[src/rtl/gasc_pkg.sv]
// shared widths and register indexes for the glyph atlas slot cache
`timescale 1ns / 1ps

package gasc_pkg;

  localparam int CODE_W    = 16;
  localparam int SLOT_W    = 14;
  localparam int TILE_W    = 13;
  localparam int GSIZE_W   = 7;
  localparam int SPR_W     = 8;
  localparam int CFG_IDX_W = 2;
  localparam int CFG_DAT_W = 8;

  localparam logic [CFG_IDX_W-1:0] REG_GLYPH_SIZE    = 2'd0;
  localparam logic [CFG_IDX_W-1:0] REG_SLOTS_PER_ROW = 2'd1;

  localparam logic [GSIZE_W-1:0] GLYPH_SIZE_RST    = 7'd16;
  localparam logic [SPR_W-1:0]   SLOTS_PER_ROW_RST = 8'd16;

endpackage

[src/rtl/gasc_div.sv]
// bit-serial restoring divider: slot number by slots per row
`timescale 1ns / 1ps

module gasc_div (
  input  logic                          clk,
  input  logic                          rst,
  input  logic                          start,
  input  logic [gasc_pkg::SLOT_W-1:0]   dividend,
  input  logic [gasc_pkg::SPR_W-1:0]    divisor,
  output logic                          done,
  output logic [gasc_pkg::SLOT_W-1:0]   quo,
  output logic [gasc_pkg::SPR_W-1:0]    rem
);

  localparam int DW = gasc_pkg::SLOT_W;
  localparam int RW = gasc_pkg::SPR_W;
  localparam int NW = $clog2(DW);

  logic          busy;
  logic [NW-1:0] cnt;
  logic [DW-1:0] dvd;
  logic [RW-1:0] dvs;
  logic [RW:0]   shifted;
  logic          take;

  assign shifted = {rem, dvd[DW-1]};
  assign take    = shifted >= {1'b0, dvs};

  always_ff @(posedge clk) begin
    if (rst) begin
      busy <= 1'b0;
      done <= 1'b0;
      cnt  <= '0;
    end else begin
      done <= 1'b0;
      if (start && !busy) begin
        busy <= 1'b1;
        cnt  <= '0;
        dvd  <= dividend;
        dvs  <= divisor;
        rem  <= '0;
        quo  <= '0;
      end else if (busy) begin
        dvd <= {dvd[DW-2:0], 1'b0};
        quo <= {quo[DW-2:0], take};
        if (take) begin
          rem <= RW'(shifted - {1'b0, dvs});
        end else begin
          rem <= shifted[RW-1:0];
        end
        if (cnt == NW'(DW - 1)) begin
          busy <= 1'b0;
          done <= 1'b1;
        end else begin
          cnt <= cnt + 1'b1;
        end
      end
    end
  end

endmodule

[config.mk]
export PLATFORM = sky130hd
export DESIGN_NAME = gasc_div
export DESIGN_NICKNAME = d
export VERILOG_FILES = /design/src/rtl/gasc_pkg.sv /design/src/rtl/gasc_div.sv
export SDC_FILE = /design/constraint.sdc
export NUM_CORES = 1
export LEC_CHECK = 0
export BUFFER_PORTS_ARGS = -buffer_cell sky130_fd_sc_hd__buf_2
export CORE_MARGIN = 2
export CORE_UTILIZATION = 50
export DETAILED_ROUTE_END_ITERATION = 10
export MAX_ROUTING_LAYER = met4
export PLACE_DENSITY = 0.82
export SYNTH_ARGS = -nofsm -noshare
export SYNTH_HDL_FRONTEND = slang
export SYNTH_SLANG_ARGS = --single-unit
[constraint.sdc]
create_clock -name clk -period 3.3 [get_ports clk]
set_input_delay 0.66 -clock clk [delete_from_list [all_inputs] [get_ports clk]]
set_output_delay 0.66 -clock clk [all_outputs]
set_load 0.005 [all_outputs]
==> impl_metrics.env, run 1 <==
export IMPL_synth_largest_area_cell="edfxtp_1"
export IMPL_synth_fa_ha_area_share_pct=6.00
export IMPL_firstDrtPassIters=4
export IMPL_power_frac_comb_pct=18.0
export IMPL_cts_tree="yes"
export IMPL_tightest_slew_ns=0.988
export IMPL_synth_ff_type="edfxtp_1"
export IMPL_cts_setup_buffers=0
export IMPL_final_common_cell="buf_2"
export IMPL_end_kind="flop"
export IMPL_cts_sinks=50
export IMPL_required_ns=3.43
export IMPL_numCtsBuffers=5
export IMPL_r2r_end="rem[5]$_SDFFCE_PP0P_"
export IMPL_pin_count=48
export IMPL_start_util_pct=51.5
export IMPL_crit_path_start_kind="flop"
export IMPL_setup_tns_ns=0
export IMPL_avgSynthCellArea_um2=11.6
export IMPL_ir_drop_v=0.000360
export IMPL_pre_cts_ws_ns=1.14
export IMPL_final_cells=313
export IMPL_vias_per_cell=5.25
export IMPL_whs_ns=0.521
export IMPL_period_needed_ns=2.08
export IMPL_crit_chain="ha_1, and3_1, a21bo_4, a31oi_4, o22ai_1, a21oi_1"
export IMPL_ctsHoldBuffers=0
export IMPL_place_area_um2=2720
export IMPL_port_buffers=47
export IMPL_die_height_um=73.5
export IMPL_r2r_setup_slack_ns=1.22
export IMPL_p_leak_nw=1.17
export IMPL_drive_gt1_share_pct=27.0
export IMPL_syn_area_um2=2420
export IMPL_hold_viol=0
export IMPL_synth_xor_area_share_pct=1.81
export IMPL_fp_dieW_um=73.5
export IMPL_ys_ff_latch=50
export IMPL_critPathKind="flop to flop"
export IMPL_worst_path_max_delay_cell="edfxtp_1"
export IMPL_drt_wl_total_mm=4.59
export IMPL_synth_top_family_by_area="simple AND/OR/NAND/NOR gates"
export IMPL_antenna_found_initial=0
export IMPL_htree_levels=2
export IMPL_swShare_pct=26.5
export IMPL_via_count=1642
export IMPL_synth_compound_area_share_pct=12.7
export IMPL_routedWlPerCell_um=14.7
export IMPL_synthesis_nets=244
export IMPL_antenna_left=0
export IMPL_fin_nets=294
export IMPL_clk_path_buf_depth=2
export IMPL_synth_cells=208
export IMPL_clk_pin_slew_ns=0.10
export IMPL_setup_ws_ns=1.22
export IMPL_internal_power_mw=1.05
export IMPL_drcViolationCount=0
export IMPL_track_usage_pct=18.5
export IMPL_fmax_mhz=481
export IMPL_yosysUniqueCellTypes=44
export IMPL_power_switching_mw=0.379
export IMPL_synth_mux_area_share_pct=0
export IMPL_grt_pass1_wl_mm=7.27
export IMPL_slew_headroom_pct=34.0
export IMPL_dp_cells=305
export IMPL_coreArea_um2=4690
export IMPL_finalInstanceArea_um2=2820
export IMPL_synth_edf_count=44
export IMPL_critPathMaxStageDelay_ns=0.44
export IMPL_crit_arrival_ns=2.21
export IMPL_dieArea_um2=5410
export IMPL_clkLatencyLatePin_ns=0.31
export IMPL_slew_viol_final=0
export IMPL_finalClockSkew_ns=0.0132
export IMPL_final_cell_mix="47 x buf_2, 45 x nand2_1, 44 x edfxtp_1"
export IMPL_async_flop_share_pct=0
export IMPL_crit_path_end="rem[5]$_SDFFCE_PP0P_"
export IMPL_place_hpwl_mm=3.32
export IMPL_gp_congestion=0.801
export IMPL_fp_row_count=25
export IMPL_cts_resized=0
export IMPL_grt_start_max_net_pins=38
export IMPL_outcome="finished, final reports clean"
export IMPL_reg2regPathDepth=6
export IMPL_timing_rr_start="rem[3]$_SDFFCE_PP0P_"
export IMPL_p_seq_share_pct=53.8
export IMPL_post_route_util_pct=60.2
export IMPL_diodes=0
export IMPL_yosys_area_share_simple_pct=17.0
export IMPL_setup_viol=0
export IMPL_path_max_fanout=7
export IMPL_drt_iter0_markers=107
export IMPL_areaGrowthSynthToFinish_pct=16.8
export IMPL_root_buffer="clkbuf_8"
export IMPL_yosysSeqAreaShare_pct=59.6
export IMPL_power_density_nw_per_um2=508
export IMPL_grt_pass1_vias=1522
export IMPL_rsz0062_at_grt="no"
export IMPL_cp_startpoint="rem[3]$_SDFFCE_PP0P_"
export IMPL_synth_top_area_share_pct=54.7
export IMPL_cap_viol_max_count=0
export IMPL_clock_power_share_pct=28.2
export IMPL_ys_warn_count=0
export IMPL_power_mw=1.43
export IMPL_hold_path_class="flop to flop"
export IMPL_finalCritPeriodShare_pct=62.9
export IMPL_synthTopCellsByArea="edfxtp_1 55%, nand2_1 7.0%, ha_1 5.2%"
export IMPL_grt_overflow_total=0
-- registers in the layout, summed over array words and instances (netlist names) --
| register | cells |
|---|---|
| busy | 1 |
| cnt | 4 |
| done | 1 |
| dvd | 14 |
| dvs | 8 |
| quo | 14 |
| rem | 8 |
-- Yosys cell counts (4+ instances only) --
library cell and instances:
a21oi_1 7, a31oi_1 4, clkbuf_1 4, dfxtp_1 6, edfxtp_1 44, ha_1 10
inv_1 10, nand2_1 45, nand3_1 6, nor2_1 6, nor2b_1 15, nor3_1 5
-- worst min-delay path by stage --
stage	start	endpoint	cells after the start
after CTS	divisor[0]	dvs[0]$_DFFE_PP_	1
final	dvd[12]$_DFFE_PP_	dvd[13]$_DFFE_PP_	2
after floorplan	cnt[3]$_SDFFE_PP0P_	done$_SDFF_PP0_	2
after global placement	dvd[3]$_DFFE_PP_	dvd[4]$_DFFE_PP_	2
after detailed placement	dvd[12]$_DFFE_PP_	dvd[13]$_DFFE_PP_	2
after global routing	divisor[7]	dvs[7]$_DFFE_PP_	1
-- logic make-up after synthesis --
family	Yosys count
AOI/OAI and AO/OA	36
adders and majority gates	11
and+or+nand+nor	88
xor gates and xnor gates	5
buffers and inverters	18
DFF	50
-- power groups by stage --
stage,registers [mW],clock network (mW),logic [mW]
5_1_grt,0.777,0.435,0.288
6_report,0.772,0.404,0.258
4_1_cts,0.773,0.408,0.259
3_3_place_gp,0.786,0,0.248
3_5_place_dp,0.787,0,0.258
2_1_floorplan,0.783,0,0.177
-- per-layer routing --
layer,global-route usage [%],wire length (um),vias to the layer above
met5,-,0,-
met4,6.26,68,0
met3,3.43,155,6
met2,27.8,2250,38
met1,25.5,2120,755
li1,-,-,843
-- worst max-delay path, delay by kind of cell, from the launching register on --
kind	cells	cell delay (ns)
fa+ha+maj	1	0.40
compound gates	4	0.86
simple gates	1	0.21
flops	1	0.44
-- final cells by class --
class | count | area, um^2
fill | 398 | 1870
sequential | 50 | 1440
multi-input combinational | 140 | 916
timing repair buffer | 48 | 243
clock buffer | 7 | 97.6
tap | 54 | 67.6
inverter | 13 | 50.0
clock inverter | 1 | 8.76
Power figures use the tool's default switching activity.
==> run 2: changes to the inputs <==
--- a/config.mk
+++ b/config.mk
@@ -7,10 +7,10 @@
 export LEC_CHECK = 0
 export BUFFER_PORTS_ARGS = -buffer_cell sky130_fd_sc_hd__buf_2
 export CORE_MARGIN = 2
-export CORE_UTILIZATION = 50
+export CORE_UTILIZATION = 49
 export DETAILED_ROUTE_END_ITERATION = 10
 export MAX_ROUTING_LAYER = met4
-export PLACE_DENSITY = 0.82
+export PLACE_DENSITY = 0.84
 export SYNTH_ARGS = -nofsm -noshare
 export SYNTH_HDL_FRONTEND = slang
 export SYNTH_SLANG_ARGS = --single-unit
==> constraint.sdc (replaced) <==
create_clock -name clk -period 1.9 [get_ports clk]
set_input_delay 0.38 -clock clk [delete_from_list [all_inputs] [get_ports clk]]
set_output_delay 0.38 -clock clk [all_outputs]
set_load 0.005 [all_outputs]
==> run 2 against run 1 <==
Net effect:
- the run now ends with setup timing left
- clock skew is 0.00080 ns lower
- global-route usage is 1.8 points higher
- die area is 1.9% higher
- register-to-register slack worse by 1.3 ns
- fmax is 6.9% higher
- wire length is 10% higher
- setup slack worse by 1.3 ns
- combinational power is 130% higher
- critical path depth is 1 higher
- hold slack worse by 0.28 ns
- first-iteration DRC count is 27% higher
- sequential power is 74% higher
- critical endpoint is now rem[7]$_SDFFCE_PP0P_
==> impl_metrics.env, run 2 (synthesis gave the netlist of run 1 again) <==
export IMPL_cts_tree="yes"
export IMPL_track_usage_pct=20.3
export IMPL_fin_nets=318
export IMPL_seq_area_um2=1440
export IMPL_wl_met2_mm=2.40
export IMPL_tightest_slew_ns=0.421
export IMPL_reg2regPathDepth=7
export IMPL_final_common_cell="buf_2"
export IMPL_via_count=1815
export IMPL_gp_congestion=0.922
export IMPL_setup_tns_ns=-0.134
export IMPL_drt_iter0_markers=136
export IMPL_numCtsBuffers=5
export IMPL_antenna_left=0
export IMPL_wl_met1_mm=2.27
export IMPL_p_leak_nw=1.29
export IMPL_dieArea_um2=5510
export IMPL_pin_count=48
export IMPL_required_ns=2.06
export IMPL_areaGrowthSynthToFinish_pct=27.5
export IMPL_ctsHoldBuffers=0
export IMPL_slew_viol_final=0
export IMPL_coreArea_um2=4750
export IMPL_root_buffer="clkbuf_8"
export IMPL_vias_per_cell=5.19
export IMPL_hold_viol=0
export IMPL_end_kind="flop"
export IMPL_place_area_um2=2900
export IMPL_cts_sinks=50
export IMPL_clk_pin_slew_ns=0.09
export IMPL_min_path_cells=1
export IMPL_antenna_found_initial=0
export IMPL_firstDrtPassIters=4
export IMPL_drt_wl_total_mm=5.07
export IMPL_grt_start_max_net_pins=23
export IMPL_fillers=384
export IMPL_routedWlPerCell_um=14.5
export IMPL_die_height_um=74.2
export IMPL_power_density_nw_per_um2=813
export IMPL_slew_headroom_pct=71.8
export IMPL_finalClockSkew_ns=0.0124
export IMPL_clk_path_buf_depth=2
export IMPL_power_mw=2.51
export IMPL_fp_row_count=25
export IMPL_reg_top3="dvd: 14 flops, quo: 14 flops"
export IMPL_outcome="complete, but fails checks"
export IMPL_highest_layer="met4"
export IMPL_multi_input_area_um2=983
export IMPL_finalInstanceArea_um2=3080
export IMPL_ir_drop_v=0.000404
export IMPL_cap_viol_max_count=0
export IMPL_finalCritPeriodShare_pct=102
export IMPL_clkLatencyLatePin_ns=0.31
export IMPL_port_buffers=47
export IMPL_fmax_mhz=514
export IMPL_diodes=0
export IMPL_period_needed_ns=1.94
export IMPL_final_cells=350
export IMPL_fp_dieW_um=74.2
export IMPL_htree_levels=2
export IMPL_hold_path_class="input port to flop"
export IMPL_start_util_pct=50.8
export IMPL_grt_pass1_wl_mm=8.02
export IMPL_dp_cells=338
export IMPL_final_cell_mix="47 x buf_2, 44 x edfxtp_1, 43 x nand2_1"
export IMPL_grt_pass1_vias=1709
export IMPL_critPathKind="flop to flop"
export IMPL_setup_ws_ns=-0.0439
export IMPL_crit_path_start_kind="flop"
export IMPL_setup_viol=5
export IMPL_drive_gt1_share_pct=36.7
export IMPL_place_hpwl_mm=3.56
export IMPL_grt_overflow_total=0
export IMPL_path_max_fanout=7
export IMPL_rsz0062_at_grt="yes"
export IMPL_drcViolationCount=0
export IMPL_crit_arrival_ns=2.11
export IMPL_wl_met3_um=309
export IMPL_violations="setup timing"
[run 2: cell types whose count changed in the layout (fill, tap and decap cells not counted), moves of 2 or more]
cell,before,now
buf_4,1,22
buf_6,0,2
ha_4,0,2
clkinv_1,0,3
nand2_2,1,3
ha_1,10,7
nand2_1,45,43
[run 2: critical path: stages (launching register included)]
cell and delay [ns]:
edfxtp_1 0.45, ha_4 0.30, and3_4 0.18, a21bo_4 0.25
a31oi_4 0.28, buf_6 0.14, o31ai_2 0.05, a31oi_1 0.14
[run 2: what timing repair did]
action                                 in CTS  in global routing
pin swaps                                   7                  6
setup endpoints to repair                   7                  8
buffers inserted                            4                  0
resized for setup                           8                  6
endpoints found under the hold margin       0                  0
[run 2: per-layer routing]
metal	track usage, %	vias to the layer above
met2	30.4	57
met3	5.83	11
met5	-	-
met1	26.7	861
met4	6.94	0
li1	-	886
[run 2: path summary, 6_finish.rpt]
check	startpoint	endpoint	slack [ns]
max	rem[3]$_SDFFCE_PP0P_	rem[7]$_SDFFCE_PP0P_	-0.04
min	divisor[2]	dvs[2]$_DFFE_PP_	0.24
max reg2reg	rem[3]$_SDFFCE_PP0P_	rem[7]$_SDFFCE_PP0P_	-0.04
min reg2reg	dvd[3]$_DFFE_PP_	dvd[4]$_DFFE_PP_	0.52
[run 2: final cells by class]
cell class	instances	area share [%]
Sequential cell	50	46.8
Multi-Input combinational cell	140	31.9
Tap cell	67	2.72
Inverter	13	1.62
Clock inverter	3	0.365
Clock buffer	5	2.23
Timing Repair Buffer	72	14.4
[run 2: report_power, final]
group | switching (mW) | total [mW] | internal [mW]
sequential | 0.0421 | 1.34 | 1.30
clock | 0.338 | 0.584 | 0.247
combinational | 0.300 | 0.584 | 0.284
total | 0.679 | 2.51 | 1.83
[run 2: per-stage QoR]
| step | worst slack [ns] | hold WS, ns | util (%) |
|---|---|---|---|
| final | -0.0439 | 0.237 | 64.8 |
| after global routing | -0.150 | 0.229 | 64.8 |
| after CTS | -0.0291 | 0.239 | 64.3 |
| after detailed placement | -0.0373 | 0.501 | 60.9 |
| after global placement | -0.00140 | 0.494 | 60.9 |
| after floorplan | 0.00888 | 0.452 | - |
